[src/rtl/bresenham_line_pixel_generator_assert.svh]
// Assertion macros used by the back-stage RTL module.
// All checks are sampled on aclk and disabled while aresetn is low.
`ifndef BRESENHAM_LINE_PIXEL_GENERATOR_ASSERT_SVH
`define BRESENHAM_LINE_PIXEL_GENERATOR_ASSERT_SVH

// Same-cycle implication check.
`define BLPG_ASSERT_IMP(lbl, ante, cons) \
    lbl: assert property (@(posedge aclk) disable iff (!aresetn) (ante) |-> (cons)) \
        else $error("blpg assertion failed");

// Next-cycle implication check.
`define BLPG_ASSERT_NXT(lbl, ante, cons) \
    lbl: assert property (@(posedge aclk) disable iff (!aresetn) (ante) |=> (cons)) \
        else $error("blpg assertion failed");

`endif

[src/rtl/blpg_pkg.sv]
package blpg_pkg;

    localparam int COORD_BITS  = 13;
    localparam int DELTA_BITS  = COORD_BITS + 1;
    localparam int ERR_BITS    = COORD_BITS + 2;
    localparam int DIM_BITS    = 12;
    localparam int COLOUR_BITS = 16;
    localparam int CMP_BITS    = (COORD_BITS > DIM_BITS) ? COORD_BITS : DIM_BITS;

    localparam int S_TDATA_BITS = ((4 * COORD_BITS + COLOUR_BITS + 7) / 8) * 8;
    localparam int M_TDATA_BITS = ((2 * COORD_BITS + COLOUR_BITS + 7) / 8) * 8;

    localparam int QUEUE_DEPTH = 2;
    localparam int QPTR_BITS   = 1;
    localparam int QCNT_BITS   = 2;

    localparam int CFG_INDEX_BITS = 1;
    localparam logic [CFG_INDEX_BITS-1:0] REG_SCREEN_WIDTH  = 1'd0;
    localparam logic [CFG_INDEX_BITS-1:0] REG_SCREEN_HEIGHT = 1'd1;

    localparam logic [DIM_BITS-1:0] SCREEN_WIDTH_RESET  = 12'd320;
    localparam logic [DIM_BITS-1:0] SCREEN_HEIGHT_RESET = 12'd240;

    typedef enum logic {
        CMD_LOAD = 1'b0,
        CMD_STEP = 1'b1
    } cmd_t;

    typedef logic signed [COORD_BITS-1:0] coord_t;
    typedef logic        [DELTA_BITS-1:0] delta_t;
    typedef logic signed [ERR_BITS-1:0]   err_t;
    typedef logic        [DIM_BITS-1:0]   dim_t;
    typedef logic        [COLOUR_BITS-1:0] colour_t;

    typedef struct packed {
        cmd_t    cmd;
        coord_t  major_start;
        coord_t  minor_start;
        coord_t  major_end;
        delta_t  delta_major;
        delta_t  delta_minor;
        logic    step_down;
        logic    steep;
        colour_t colour;
    } line_cmd_t;

endpackage

[src/rtl/bresenham_line_pixel_generator.sv]
// Bresenham line rasterizer with a stream input and a stream output.
// A slave transaction with s_tuser low loads a line: both endpoints and the
// colour travel in s_tdata, and no pixel results. A transaction with s_tuser
// high requests the next pixel of the current line; with no line loaded it
// is consumed and produces nothing. Each pixel leaves as one master
// transaction carrying its coordinates and colour in m_tdata, the visible
// flag in m_tuser, and m_tlast on the final pixel of the line.
// The screen size is set through the write port; the user must change it
// only while the block is idle, and the block itself does not enforce this.
// The front stage decodes each transaction and writes it into a two-entry
// command queue. The back stage takes each one from the queue and registers
// its pixel onto the master port. With m_tready high the block sustains
// one transaction per clock, limited by the back stage's single error-term update.
// When the receiver stalls, the held pixel stays on the master port while
// the queue fills; s_tready drops once both queue entries are occupied.
// Synchronous reset empties the queue, drops any line in progress and sets
// the screen to 320 by 240.
module bresenham_line_pixel_generator (
    input  logic                                  aclk,
    input  logic                                  aresetn,
    input  logic                                  s_tvalid,
    output logic                                  s_tready,
    // start_x, start_y, end_x, end_y, colour, zero padding
    input  logic [blpg_pkg::S_TDATA_BITS-1:0]     s_tdata,
    // command
    input  logic                                  s_tuser,
    output logic                                  m_tvalid,
    input  logic                                  m_tready,
    // pixel_x, pixel_y, pixel_colour, zero padding
    output logic [blpg_pkg::M_TDATA_BITS-1:0]     m_tdata,
    // visible
    output logic                                  m_tuser,
    output logic                                  m_tlast,
    input  logic                                  cfg_wr_en,
    input  logic [blpg_pkg::CFG_INDEX_BITS-1:0]   cfg_index,
    input  logic [blpg_pkg::DIM_BITS-1:0]         cfg_data
);
    import blpg_pkg::*;

    dim_t      screen_width_reg, screen_height_reg;
    logic      q_full, q_push, q_pop, q_head_valid;
    line_cmd_t q_entry, q_head;

    always_ff @(posedge aclk) begin
        if (!aresetn) begin
            screen_width_reg  <= SCREEN_WIDTH_RESET;
            screen_height_reg <= SCREEN_HEIGHT_RESET;
        end else if (cfg_wr_en) begin
            case (cfg_index)
                REG_SCREEN_WIDTH:  screen_width_reg  <= cfg_data;
                REG_SCREEN_HEIGHT: screen_height_reg <= cfg_data;
                default: begin
                end
            endcase
        end
    end

    blpg_front u_front (
        .s_tvalid (s_tvalid),
        .s_tready (s_tready),
        .s_tdata  (s_tdata),
        .s_tuser  (s_tuser),
        .q_full   (q_full),
        .q_push   (q_push),
        .q_entry  (q_entry)
    );

    blpg_queue u_queue (
        .aclk       (aclk),
        .aresetn    (aresetn),
        .push       (q_push),
        .push_entry (q_entry),
        .full       (q_full),
        .pop        (q_pop),
        .head_valid (q_head_valid),
        .head_entry (q_head)
    );

    blpg_back u_back (
        .aclk          (aclk),
        .aresetn       (aresetn),
        .head_valid    (q_head_valid),
        .head_entry    (q_head),
        .pop           (q_pop),
        .screen_width  (screen_width_reg),
        .screen_height (screen_height_reg),
        .m_tvalid      (m_tvalid),
        .m_tready      (m_tready),
        .m_tdata       (m_tdata),
        .m_tuser       (m_tuser),
        .m_tlast       (m_tlast)
    );

endmodule

[src/rtl/blpg_front.sv]
module blpg_front (
    input  logic                               s_tvalid,
    output logic                               s_tready,
    // start_x, start_y, end_x, end_y, colour, zero padding
    input  logic [blpg_pkg::S_TDATA_BITS-1:0]  s_tdata,
    // command
    input  logic                               s_tuser,
    input  logic                               q_full,
    output logic                               q_push,
    output blpg_pkg::line_cmd_t                q_entry
);
    import blpg_pkg::*;

    coord_t ax, ay, bx, by;
    logic signed [DELTA_BITS-1:0] dx, dy;
    delta_t adx, ady;
    logic   steep, swap;
    coord_t pa_maj, pa_min, pb_maj, pb_min;

    assign ax = s_tdata[COORD_BITS-1:0];
    assign ay = s_tdata[2*COORD_BITS-1:COORD_BITS];
    assign bx = s_tdata[3*COORD_BITS-1:2*COORD_BITS];
    assign by = s_tdata[4*COORD_BITS-1:3*COORD_BITS];

    always_comb begin
        dx  = DELTA_BITS'(bx) - DELTA_BITS'(ax);
        dy  = DELTA_BITS'(by) - DELTA_BITS'(ay);
        adx = dx[DELTA_BITS-1] ? delta_t'(-dx) : delta_t'(dx);
        ady = dy[DELTA_BITS-1] ? delta_t'(-dy) : delta_t'(dy);
        steep = ady > adx;
        swap  = steep ? (ay > by) : (ax > bx);
        pa_maj = steep ? ay : ax;
        pa_min = steep ? ax : ay;
        pb_maj = steep ? by : bx;
        pb_min = steep ? bx : by;

        q_entry.cmd         = cmd_t'(s_tuser);
        q_entry.major_start = swap ? pb_maj : pa_maj;
        q_entry.minor_start = swap ? pb_min : pa_min;
        q_entry.major_end   = swap ? pa_maj : pb_maj;
        q_entry.delta_major = steep ? ady : adx;
        q_entry.delta_minor = steep ? adx : ady;
        q_entry.step_down   = swap ? (pb_min >= pa_min) : (pa_min >= pb_min);
        q_entry.steep       = steep;
        q_entry.colour      = s_tdata[4*COORD_BITS+COLOUR_BITS-1:4*COORD_BITS];
    end

    assign s_tready = !q_full;
    assign q_push   = s_tvalid && !q_full;

endmodule

[src/rtl/blpg_queue.sv]
module blpg_queue (
    input  logic                aclk,
    input  logic                aresetn,
    input  logic                push,
    input  blpg_pkg::line_cmd_t push_entry,
    output logic                full,
    input  logic                pop,
    output logic                head_valid,
    output blpg_pkg::line_cmd_t head_entry
);
    import blpg_pkg::*;

    line_cmd_t             mem_reg [QUEUE_DEPTH];
    logic [QPTR_BITS-1:0]  wr_ptr_reg, wr_ptr_next;
    logic [QPTR_BITS-1:0]  rd_ptr_reg, rd_ptr_next;
    logic [QCNT_BITS-1:0]  count_reg, count_next;

    assign full       = count_reg == QCNT_BITS'(QUEUE_DEPTH);
    assign head_valid = count_reg != '0;
    assign head_entry = mem_reg[rd_ptr_reg];

    always_comb begin
        wr_ptr_next = push ? wr_ptr_reg + 1'b1 : wr_ptr_reg;
        rd_ptr_next = pop ? rd_ptr_reg + 1'b1 : rd_ptr_reg;
        count_next  = count_reg;
        if (push && !pop) begin
            count_next = count_reg + 1'b1;
        end else if (pop && !push) begin
            count_next = count_reg - 1'b1;
        end
    end

    always_ff @(posedge aclk) begin
        if (!aresetn) begin
            wr_ptr_reg <= '0;
            rd_ptr_reg <= '0;
            count_reg  <= '0;
        end else begin
            wr_ptr_reg <= wr_ptr_next;
            rd_ptr_reg <= rd_ptr_next;
            count_reg  <= count_next;
        end
    end

    always_ff @(posedge aclk) begin
        if (push) begin
            mem_reg[wr_ptr_reg] <= push_entry;
        end
    end

endmodule

[src/rtl/blpg_back.sv]
module blpg_back (
    input  logic                               aclk,
    input  logic                               aresetn,
    input  logic                               head_valid,
    input  blpg_pkg::line_cmd_t                head_entry,
    output logic                               pop,
    input  blpg_pkg::dim_t                     screen_width,
    input  blpg_pkg::dim_t                     screen_height,
    output logic                               m_tvalid,
    input  logic                               m_tready,
    // pixel_x, pixel_y, pixel_colour, zero padding
    output logic [blpg_pkg::M_TDATA_BITS-1:0]  m_tdata,
    // visible
    output logic                               m_tuser,
    output logic                               m_tlast
);
    import blpg_pkg::*;

    `include "bresenham_line_pixel_generator_assert.svh"

    coord_t  major_pos_reg, major_pos_next;
    coord_t  minor_pos_reg, minor_pos_next;
    coord_t  major_end_reg;
    err_t    error_reg, error_next;
    delta_t  delta_major_reg;
    delta_t  delta_minor_reg;
    logic    step_down_reg;
    logic    steep_reg;
    colour_t colour_reg;
    logic    active_reg, active_next;

    logic    m_tvalid_reg, m_tvalid_next;
    coord_t  px_reg, py_reg;
    colour_t out_colour_reg;
    logic    visible_reg, last_reg;

    logic    out_free, is_load, is_step, fire, fin, vis;
    coord_t  px, py;
    err_t    err_sub;

    always_comb begin
        out_free = !m_tvalid_reg || m_tready;
        is_load  = head_valid && head_entry.cmd == CMD_LOAD;
        is_step  = head_valid && head_entry.cmd == CMD_STEP;
        fire     = is_step && active_reg && out_free;
        pop      = is_load || (is_step && !active_reg) || fire;

        px  = steep_reg ? minor_pos_reg : major_pos_reg;
        py  = steep_reg ? major_pos_reg : minor_pos_reg;
        vis = !px[COORD_BITS-1] && !py[COORD_BITS-1] &&
              (CMP_BITS'($unsigned(px)) < CMP_BITS'(screen_width)) &&
              (CMP_BITS'($unsigned(py)) < CMP_BITS'(screen_height));
        fin = major_pos_reg >= major_end_reg;

        err_sub        = error_reg - $signed({1'b0, delta_minor_reg});
        error_next     = error_reg;
        minor_pos_next = minor_pos_reg;
        major_pos_next = major_pos_reg;
        active_next    = active_reg;
        if (fire) begin
            if (fin) begin
                active_next = 1'b0;
            end else begin
                error_next     = err_sub;
                major_pos_next = major_pos_reg + 1'b1;
                if (err_sub[ERR_BITS-1]) begin
                    error_next     = err_sub + $signed({1'b0, delta_major_reg});
                    minor_pos_next = step_down_reg ? minor_pos_reg - 1'b1
                                                   : minor_pos_reg + 1'b1;
                end
            end
        end

        m_tvalid_next = fire ? 1'b1 : (m_tready ? 1'b0 : m_tvalid_reg);
    end

    always_ff @(posedge aclk) begin
        if (!aresetn) begin
            active_reg   <= 1'b0;
            m_tvalid_reg <= 1'b0;
        end else begin
            active_reg   <= is_load ? 1'b1 : active_next;
            m_tvalid_reg <= m_tvalid_next;
        end
    end

    always_ff @(posedge aclk) begin
        if (is_load) begin
            major_pos_reg   <= head_entry.major_start;
            minor_pos_reg   <= head_entry.minor_start;
            major_end_reg   <= head_entry.major_end;
            delta_major_reg <= head_entry.delta_major;
            delta_minor_reg <= head_entry.delta_minor;
            error_reg       <= $signed({1'b0, head_entry.delta_major >> 1});
            step_down_reg   <= head_entry.step_down;
            steep_reg       <= head_entry.steep;
            colour_reg      <= head_entry.colour;
        end else begin
            major_pos_reg <= major_pos_next;
            minor_pos_reg <= minor_pos_next;
            error_reg     <= error_next;
        end
        if (fire) begin
            px_reg         <= px;
            py_reg         <= py;
            out_colour_reg <= colour_reg;
            visible_reg    <= vis;
            last_reg       <= fin;
        end
    end

    assign m_tvalid = m_tvalid_reg;
    assign m_tdata  = M_TDATA_BITS'({out_colour_reg, py_reg, px_reg});
    assign m_tuser  = visible_reg;
    assign m_tlast  = last_reg;

    `BLPG_ASSERT_IMP(a_pop_needs_head, pop, head_valid)
    `BLPG_ASSERT_IMP(a_error_nonneg, active_reg, !error_reg[ERR_BITS-1])
    `BLPG_ASSERT_NXT(a_last_ends_line, fire && fin && !is_load, !active_reg && m_tlast)
    `BLPG_ASSERT_NXT(a_major_advances, fire && !fin,
                     major_pos_reg == $past(major_pos_reg) + 1'b1)

endmodule
[config.mk]
export PLATFORM = sky130hd
export DESIGN_NAME = bresenham_line_pixel_generator
export DESIGN_NICKNAME = d
export VERILOG_FILES = /design/src/rtl/blpg_pkg.sv /design/src/rtl/bresenham_line_pixel_generator.sv /design/src/rtl/blpg_front.sv /design/src/rtl/blpg_queue.sv /design/src/rtl/blpg_back.sv
export VERILOG_INCLUDE_DIRS = /design/src /design/src/rtl
export SDC_FILE = /design/constraint.sdc
export NUM_CORES = 1
export LEC_CHECK = 0
export ABC_AREA = 0
export BUFFER_PORTS_ARGS = -buffer_cell sky130_fd_sc_hd__buf_2
export CORE_ASPECT_RATIO = 0.6
export CORE_MARGIN = 5
export CORE_UTILIZATION = 40
export CTS_CLUSTER_DIAMETER = 150
export DETAILED_ROUTE_END_ITERATION = 10
export GPL_TIMING_DRIVEN = 0
export HOLD_SLACK_MARGIN = 0.02
export SYNTH_ARGS = -nofsm -noshare
export SYNTH_HDL_FRONTEND = slang
export SYNTH_SLANG_ARGS = --single-unit
[constraint.sdc]
create_clock -name aclk -period 9.9 [get_ports aclk]
set_input_delay 0.99 -clock aclk [delete_from_list [all_inputs] [get_ports aclk]]
set_output_delay 0.99 -clock aclk [all_outputs]
set_load 0.005 [all_outputs]
=== Word level (Yosys, flattened, before mapping) ===
Memories as Yosys holds them, arrays and structs flattened. A register that Yosys moved wholly into a read port is not among the register bits.
Cells that the tools add are included.

* Flip-flop bits (word level): 174
* Memory bits (writable): 172
* Bits of input ports: 91
* Word-level logic and storage cells: 120
* Memories: 1

* $add $sub $neg: 13
* $lt $le $gt $ge: 8
* Eq/ne operators: 2
* Muxes and demuxes: 38
* Bitwise gates (word level): 3
* Reductions and logical operators: 33

{| class="wikitable"
|+ Memories
! memory !! words !! bits a word !! read ports !! clocked after memory_dff !! write ports !! line !! source
|-
| u_queue.mem_reg || 2 || 86 || 1 || 1 || 1 || blpg_queue.sv:13 || <nowiki>line_cmd_t mem_reg [QUEUE_DEPTH];</nowiki>
|}

{| class="wikitable"
|+ Operators by type and width
! operator !! count
|-
| 13-bit two-way mux || 20
|-
| 14-bit two-way mux || 4
|-
| 13-bit >= comparator || 3
|-
| 14-bit negator || 2
|-
| 13-bit by 13-bit subtractor with 14-bit output || 2
|-
| 13-bit by 1-bit adder with 13-bit output, second input constant || 2
|-
| 13-bit > comparator || 2
|-
| 13-bit by 12-bit less-than comparator with 1-bit output || 2
|-
| 15-bit adder || 1
|-
| 15-bit two-way mux || 1
|-
| 15-bit subtractor || 1
|-
| 14-bit > comparator || 1
|-
| 13-bit by 1-bit subtractor with 13-bit output, second input constant || 1
|-
| 2-bit nonzero test || 6
|-
| 1-bit logical AND || 11
|-
| 1-bit two-way mux || 11
|-
| 2-bit AND reduction || 5
|-
| 1-bit zero test || 7
|-
| 2-bit two-way mux || 2
|-
| 1-bit logical OR || 3
|-
| 1-bit NOT || 3
|-
| 3-bit AND reduction || 1
|-
| 1-bit adder, second input constant || 2
|-
| 2-bit by 1-bit adder with 2-bit output, second input constant || 1
|-
| 3 further kinds || 3
|}

=== Logic depth before layout (Yosys ltp) ===
Gate-level depths: netlist (run 1).

* Depth after elaboration: 8
* Gate-level depth with buffers: 30
* Mapped depth without buffers: 28

=== Hierarchy ===
A second synthesis (run 1) with hierarchy kept.

* Cells, all modules: 1807
* Area, all modules: 20409.6 um^2

{| class="wikitable"
|+ By module, submodules not included
! module !! times used !! cells each !! area each (um^2) !! seq. area each (um^2)
|-
| blpg_back || 1 || 721 || 8373.0 || 4344.2
|-
| blpg_queue || 1 || 290 || 6628.9 || 5265.0
|-
| blpg_front || 1 || 696 || 4440.5 || 0.0
|-
| bresenham_line_pixel_generator || 1 || 100 || 967.2 || 480.5
|}

=== Worst setup path after synthesis (run 1) ===
No wires, ideal clock.

* Path kind: input-to-reg
* Start point: in s_tdata[39] (netlist bit)
* End point: mem u_queue.mem_reg[0][17] (netlist bit) (data pin)
* Library setup time: 0.270 ns
* Arrival time: 7.070 ns
* Data required time: 9.630 ns
* Setup slack: 2.560 ns
* Stages: 29
* Buffers on the path: 2
* Cells stage by stage: inv_1 -> ha_1 -> fa_1 -> and2b_1 -> o2111ai_2 -> a31o_2 -> a311oi_2 -> inv_1 -> or4_1 -> or4_4 -> inv_1 -> ha_1 -> nand3_1 -> nor3_1 -> o31ai_1 -> a32o_1 -> clkbuf_1 -> inv_2 -> clkbuf_1 -> mux2_2 -> ha_1 -> a21o_1 -> a21oi_1 -> nor2b_1 -> o21ai_0 -> a21oi_1 -> o41a_1 -> nand3_1 -> or3b_1

{| class="wikitable"
|+ RTL lines
! item !! line !! source
|-
| start, declared || bresenham_line_pixel_generator.sv:24 || <nowiki>input logic [blpg_pkg::S_TDATA_BITS-1:0] s_tdata,</nowiki>
|-
| end, declared || blpg_queue.sv:13 ||
|}

==> impl_results.md, run 1 <==
- Setup Skew: 0.01395 ns
- Asr flop ratio synth: 0%
- Fin util: 45.80%
- Rel. slew slack: 15.05%
- Core Region: 49190 sq um
- Top cell type by total area after synthesis: edfxtp_1
- Slew Viols, Final: 0
- Num CTS Buffers: 35
- Fmax: 119.4 MHz
- Fraction of layout cells with a size suffix above 1: 19.48%
- Yosys cell types: 80
- Critical Path Fanout Max: 10
- Std-Cell Rows: 63
- LEAKAGE: 8.772 nW
- Startpoint Class: primary input
- Worst Setup SP: s_tdata[39]
- Hold-fix buffers at CTS: 0
- Met3 Use GR: 5.089%
- GRT overflow: 0
- Mapped Area: 19820 sq um
- Initial DRC Count: 1232
- Gate Count Post-Synth: 1699
- Root buf cell: clkbuf_16
- Hold endpoint: u_back.out_colour_reg[3]
- Global-route wire length before repair: 80620 um
- Largest net degree at the start of global routing: 58
- GR Util met2: 25.22%
- Max reg flops: 172
- Worst-Skew Late Latency: 0.52 ns
- Setup TNS: 0 ns
- Main synth FF type: edfxtp_1
- VDD IR max: 0.1724 mV
- Hold Crit Depth: 0
- Hold path start: u_back.colour_reg[3]
- Worst-path clk slew: 0.06 ns
- Critical-path top delay cell: fa_1
- Starting Density: 40.30%
- R2R Path End: u_back.error_reg[11]
- Die area: 54250 sq um
- Vias in the first global route: 13190
- Post-CTS setup buffers: 0
- CTS resizes: 0
- Post-synthesis register bit count: 347
- Worst path max stage delay: 0.55 ns
- RSZ-0062 raised after global routing: false
- Mean Syn Cell Area: 11.67 sq um
- Worst EP required: 10.15 ns
- PortBufs: 132
- Clk buf depth: 3
- GP Congestion: 0.9286
- Number of remaining DRC errors: 0
- Fin. Hold Viols: 0
- Max cap viols: 0
- Top post-synthesis cells by area: edfxtp_1 48%, ha_1 8.4%, mux2_2 6.8%
- Antenna viol nets, final: 0
- Initial antenna violation count: 0
- Worst R2R Path Depth: 18
- Crit. End Element: flop
- CTS sink count: 347
- Seq/Total Area, Yosys: 50.90%
- Via count: 13920
- GRT Util Overall: 19.26%
- Outcome: finished clean
- Die X-Extent: 297.4 um
- Share of the clock period used by the worst path: 84.61%
- Reg2reg start: u_back.error_reg[0]
- Antenna diodes: 0
- M1 GR Usage: 31.53%
- Post-detail-place hpwl: 42090 um
- Post-synth EDFFs: 314
- Critical path class: primary input to flop
- P per Cell Area: 362.9 nW/um^2
- Vias/cell: 5.448
- Boundary Pins: 143
- Most used cell, CP: ha_1
- Min cycle time layout: 8.377 ns
- Routed WL: 53680 um
- R2R setup slack: 5.56 ns
- CTS tree: done
- HP Class: flop to flop
- 1st-pass router iterations: 6
- Final-report setup violation count: 0
- Area grow syn2layout: 13.64%
- GRT busiest layer: met1
- Chip Height: 182.4 um
- Synthesis Warnings: 0
- Fill cell count: 4569
- Fin nets: 2110
- Slew @ Worst Pin: 1.271 ns
- H-tree lvl count: 2
- Crit path DAT: 8.62 ns
- Post-synth top area share: 47.57%
- Routed WL per cell: 21.01 um
==> cell type report <==
type                    count  area, sq um  area share, %
clock inverters            17        103.9         0.4610
clock buffers              44        919.6          4.083
plain buffers              62        279.0          1.239
multi-input cells        1169         9020          40.04
repair buffers            140        827.0          3.672
flip-flops and latches    347        10090          44.79
well taps                 650        813.3          3.611
inverters                 126        473.0          2.100
==> stage by stage <==
step,instances,setup slack [ns],hold WS [ns],cell area [sq um],power (mW)
after CTS,2555,1.733,0.4164,22530,8.142
after global placement,2486,1.260,0.4009,21310,6.768
after global routing,2555,1.190,0.4223,22530,8.738
after detailed placement,2494,1.226,0.4054,21500,6.873
final,2555,1.523,0.4183,22530,8.174
after floorplan,1704,2.560,0.4003,19840,5.564
==> power by group <==
group	total, mW	internal (mW)	leakage (nW)	switching [mW]
Combinational	4.41	1.74	5.09	2.67
Clock	1.23	0.683	0.498	0.543
Sequential	2.54	2.36	3.19	0.180
Total	8.17	4.78	8.77	3.40
==> kinds of logic (layout without fill, tap and decap cells) <==
kind of cell               Yosys count  after routing  synth area share [%]
AOI/OAI and AO/OA                  363            363                 12.30
xor gates and xnor gates            85             85                 3.794
adders and majority gates          138            138                 8.900
buffers and inverters              188            389                 3.787
DFF                                347            347                 50.90
muxes                              213            213                 11.51
other                                1              6               0.01892
and+or+nand+nor                    364            364                 8.787
==> worst max-delay path, delay by kind of cell <==
kind	cells	cell delay, ns
AO/OA/AOI/OAI	10	2.47
adder cells (fa/ha/maj)	5	1.65
AND/OR/NAND/NOR	8	1.36
buffers and inverters	6	1.26
XOR/XNOR	1	0.46
multiplexers	1	0.44
==> how the worst max path moves through the flow <==
stage	end	slack [ns]	depth (start not counted)
final	u_queue.mem_reg[1][17]	1.52	31
after global routing	u_queue.mem_reg[0][17]	1.19	31
after CTS	u_queue.mem_reg[1][17]	1.73	31
after detailed placement	u_queue.mem_reg[1][17]	1.23	31
after global placement	u_queue.mem_reg[0][17]	1.26	31
after floorplan	u_queue.mem_reg[0][17]	2.56	29
==> cells in the mapped netlist (21+ instances only) <==
cell type,count
a211oi_1,23
a21boi_0,24
a21oi_1,92
clkbuf_1,33
dfxtp_1,33
edfxtp_1,314
ha_1,133
inv_1,125
mux2_2,120
mux2i_1,93
nand2_1,120
nand2b_1,21
nand3_1,21
nor2_1,85
nor2b_1,21
nor3_1,28
o21a_1,34
o21ai_0,76
xnor2_1,45
xor2_1,39
==> metal layers <==
metal | vias to the layer above | wire, um
li1 | 6624 | -
met1 | 6749 | 27700
met2 | 486 | 20270
met3 | 60 | 4910
met4 | 0 | 801
met5 | - | 0
==> cell usage in the layout, fill, tap and decap left out, types with 6 or more instances in the layout <==
master     instances
a211oi_1          23
a21bo_2           15
a21boi_0          24
a21o_1            18
a21oi_1           92
a31oi_1            8
and2_1            10
and3_1             8
buf_1              8
buf_2            145
buf_4              8
clkbuf_1          41
clkbuf_16         35
clkinv_1          10
conb_1             6
dfxtp_1           33
edfxtp_1         314
ha_1             133
inv_1            125
mux2_2           120
mux2i_1           93
nand2_1          120
nand2b_1          21
nand3_1           21
nand4_1           12
nor2_1            84
nor2b_1           20
nor3_1            28
o211ai_1          12
o21a_1            34
o21ai_0           75
o31ai_1           10
or2_2             10
or3_1              6
xnor2_1           45
xor2_1            39
No activity file was read; power rests on OpenSTA's default activity.
==> run 2: changes to the inputs <==
ABC_AREA = 1   (was 0)
clock period = 7.2 ns   (was 9.9 ns; I/O delays follow)
==> run 2 against run 1 <==
  * Sequential power up 42%
  * First-iteration DRC count is 32% higher
  * Clock-buffer cell count up 5
  * Critical endpoint unchanged
  * Utilization is 0.18 points higher
  * Highest routed layer unchanged
==> impl_results.md, run 2 <==
- Outcome: finished clean (unchanged)
- 1st-pass router iterations: 6 (unchanged)
- Slew Viols, Final: 0 (unchanged)
- Root buf cell: clkbuf_16 (unchanged)
- Gate Count Post-Synth: 2330 (was 1699)
- Cell area after layout: 22720 sq um (was 22530 sq um)
- Die X-Extent: 298.9 um (was 297.4 um)
- Startpoint Class: primary input (unchanged)
- Worst-Skew Late Latency: 0.59 ns (was 0.52 ns)
- RSZ-0062 raised after global routing: false (unchanged)
- CTS resizes: 0 (unchanged)
- Vias in the first global route: 15440 (was 13190)
- Share of the clock period used by the worst path: 89.16%
- Post-synth top area share: 47.09% (was 47.57%)
- Min cycle time layout: 6.419 ns
- Most common cell after layout, fill and taps aside: nand2_1 (was edfxtp_1)
- HP Class: primary input to flop (was flop to flop)
- Initial DRC Count: 1632 (was 1232)
- Crit. End Element: flop (unchanged)
- Fin. Hold Viols: 0 (unchanged)
- Largest net degree at the start of global routing: 53 (was 58)
- Die area: 54790 sq um (was 54250 sq um)
- Std-Cell Rows: 63 (unchanged)
- Setup Skew: 0.03131 ns (was 0.01395 ns)
- Main synth FF type: edfxtp_1 (unchanged)
- GRT overflow: 0 (unchanged)
- GP Congestion: 0.9774 (was 0.9286)
- Hold-fix buffers at CTS: 0 (unchanged)
- Initial antenna violation count: 0 (unchanged)
- Area grow syn2layout: 13.46% (was 13.64%)
- P_sw: 5.554 mW (was 3.395 mW)
- Mean Syn Cell Area: 8.595 sq um (was 11.67 sq um)
- Chip Height: 183.3 um (was 182.4 um)
- Top cell type by total area after synthesis: edfxtp_1 (unchanged)
- Post-synth EDFFs: 314 (unchanged)
- Fin nets: 2736 (was 2110)
- Top post-synthesis cells by area: edfxtp_1 47%, nand2_1 15%, ha_1 8.3% (was edfxtp_1 48%, ha_1 8.4%, mux2_2 6.8%)
- Routed WL per cell: 18.06 um (was 21.01 um)
- Final hold slack: 0.3159 ns (was 0.4183 ns)
- Num CTS Buffers: 31 (was 35)
- Antenna viol nets, final: 0 (unchanged)
- Post-DP Area: 21710 sq um (was 21500 sq um)
- Clk buf depth: 3 (unchanged)
- LEAKAGE: 10.41 nW (was 8.772 nW)
- Worst EP required: 7.52 ns (was 10.15 ns)
- PortBufs: 131 (was 132)
- Count leader, synth: nand2_1 (was edfxtp_1)
- Fraction of layout cells with a size suffix above 1: 9.597% (was 19.48%)
- Worst Path Buf+Inv: 8 (was 6)
- Final worst slack: 0.7806 ns (was 1.523 ns)
- Most frequent cells in the layout: 796 x nand2_1, 314 x edfxtp_1, 277 x inv_1 (was 314 x edfxtp_1, 145 x buf_2, 133 x ha_1)
- Fill cell count: 4737 (was 4569)
- Post-synthesis register bit count: 347 (unchanged)
- Comb pwr share: 56.1% (was 54.0%)
- Most used cell, CP: nand2_1 (was ha_1)
- Core Region: 49420 sq um (was 49190 sq um)
- Reg area: 10090 sq um (unchanged)
- VDD IR max: 0.2984 mV (was 0.1724 mV)
- GRT Util Overall: 20.16% (was 19.26%)
- Post-detail-place hpwl: 44870 um (was 42090 um)
- Max reg flops: 172 (unchanged)
- Via count: 16690 (was 13920)
- Total Power: 12.01 mW (was 8.174 mW)
- Critical-path top delay cell: fa_1 (unchanged)
- Antenna diodes: 0 (unchanged)
- CTS tree: done (unchanged)
- Global-route wire length before repair: 86660 um (was 80620 um)
- Area of the multi-input gates: 8551 sq um (was 9020 sq um)
- Fin util: 45.97% (was 45.80%)
- Commonest cells post-synth: 796 x nand2_1, 314 x edfxtp_1, 278 x inv_1 (was 314 x edfxtp_1, 133 x ha_1, 125 x inv_1)
- Slew @ Worst Pin: 1.297 ns (was 1.271 ns)
- Post-CTS setup buffers: 0 (unchanged)
- Routed WL: 57470 um (was 53680 um)
- Synthesis Warnings: 0 (unchanged)
- Number of remaining DRC errors: 0 (unchanged)
- P per Cell Area: 528.7 nW/um^2 (was 362.9 nW/um^2)
- Critical Path Fanout Max: 10 (unchanged)
- Vias/cell: 5.244 (was 5.448)
- Crit path DAT: 6.74 ns (was 8.62 ns)
- Seq pwr share: 30.0% (was 31.0%)
- Yosys cell types: 46 (was 80)
- Switching power share of the total: 46.23% (was 41.54%)
- Final-report setup violation count: 0 (unchanged)
- Mapped Area: 20030 sq um (was 19820 sq um)
- Worst-path clk slew: 0.07 ns (was 0.06 ns)
- Critical path class: primary input to flop (unchanged)
- H-tree lvl count: 1 (was 2)
- Fmax: 155.8 MHz
- CTS sink count: 347 (unchanged)
- Seq/Total Area, Yosys: 50.38% (was 50.90%)
- Clk pwr share: 13.9% (was 15.0%)
- Starting Density: 40.52% (was 40.30%)
- Pre-CTS WS: 0.3712 ns (was 1.226 ns)
- Max cap viols: 0 (unchanged)
- Internal Power: 6.459 mW (was 4.779 mW)
- Crit path max-delay family: simple AND/OR/NAND/NOR gates (was compound AO/OA/AOI/OAI gates)
- Rel. slew slack: 13.43% (was 15.05%)
- Boundary Pins: 143 (unchanged)
- Asr flop ratio synth: 0% (unchanged)
- R2R setup slack: 3.51 ns (was 5.56 ns)
- Worst path max stage delay: 0.44 ns (was 0.55 ns)
## run 2: changes by cell type after synthesis, moves of 78 or more
cell / delta
nand2_1: +676
inv_1: +153
mux2_2: -120
nand3_1: +104
mux2i_1: -92
o21ai_0: +78
## run 2: through the flow
| stage | instances | setup TNS (ns) |
|---|---|---|
| floorplan | 2335 | 0 |
| global placement | 3116 | -68.34 |
| detailed placement | 3124 | 0 |
| CTS | 3182 | 0 |
| global route | 3182 | 0 |
| finish | 3182 | 0 |
## run 2: worst reg2reg max path: stages (launching register included)
cell      delay [ns]
edfxtp_1        0.39
ha_1            0.45
nand4_1         0.22
nor2_1          0.27
o21ai_0         0.19
nand3b_1        0.14
o211ai_1        0.24
nor2_1          0.29
nor2_1          0.12
inv_1           0.96
## run 2: worst paths after layout
| kind | start | to | cells after the start |
|---|---|---|---|
| max | s_tdata[39] | u_queue.mem_reg[1][17] | 39 |
| min | s_tdata[52] | u_queue.mem_reg[1][0] | 1 |
| max reg2reg | u_back.major_pos_reg[12] | u_back.error_reg[2] | 9 |
| min reg2reg | u_back.colour_reg[4] | u_back.out_colour_reg[4] | 0 |
## run 2: per-layer routing
| layer | track usage [%] | vias up | share of wire [%] |
|---|---|---|---|
| li1 | - | 8084 | - |
| met1 | 32.05 | 7955 | 50 |
| met2 | 29.19 | 586 | 41 |
| met3 | 3.680 | 62 | 8.3 |
| met4 | 2.798 | 0 | 1.2 |
| met5 | 0 | - | 0 |
## run 2: layout make-up
class | instances | share of cell area, %
inverters | 280 | 4.626
multi-input cells | 1634 | 37.63
flip-flops and latches | 347 | 44.41
repair buffers | 139 | 3.689
plain buffers | 74 | 1.635
well taps | 650 | 3.579
clock inverters | 9 | 0.4956
clock buffers | 49 | 3.937
## run 2: cells by family (layout without fill, tap and decap cells)
| kind of cell | count (synthesis) | after routing | synth area share, % |
|---|---|---|---|
| compound gates | 343 | 343 | 9.366 |
| flops | 347 | 347 | 50.38 |
| simple gates | 1104 | 1104 | 22.34 |
| fa+ha+maj | 138 | 138 | 8.810 |
| buf+inv | 354 | 551 | 7.085 |
| xor+xnor | 42 | 42 | 1.949 |
| other cells | 1 | 6 | 0.01873 |
| mux | 1 | 1 | 0.04999 |
## run 2: power groups by stage
| stage | Clock [mW] | Combinational [mW] | Sequential [mW] |
|---|---|---|---|
| floorplan | 0 | 4.62 | 3.59 |
| global placement | 0 | 6.40 | 3.68 |
| detailed placement | 0 | 6.59 | 3.64 |
| CTS | 1.71 | 6.63 | 3.60 |
| global route | 1.80 | 7.53 | 3.66 |
| finish | 1.67 | 6.74 | 3.60 |
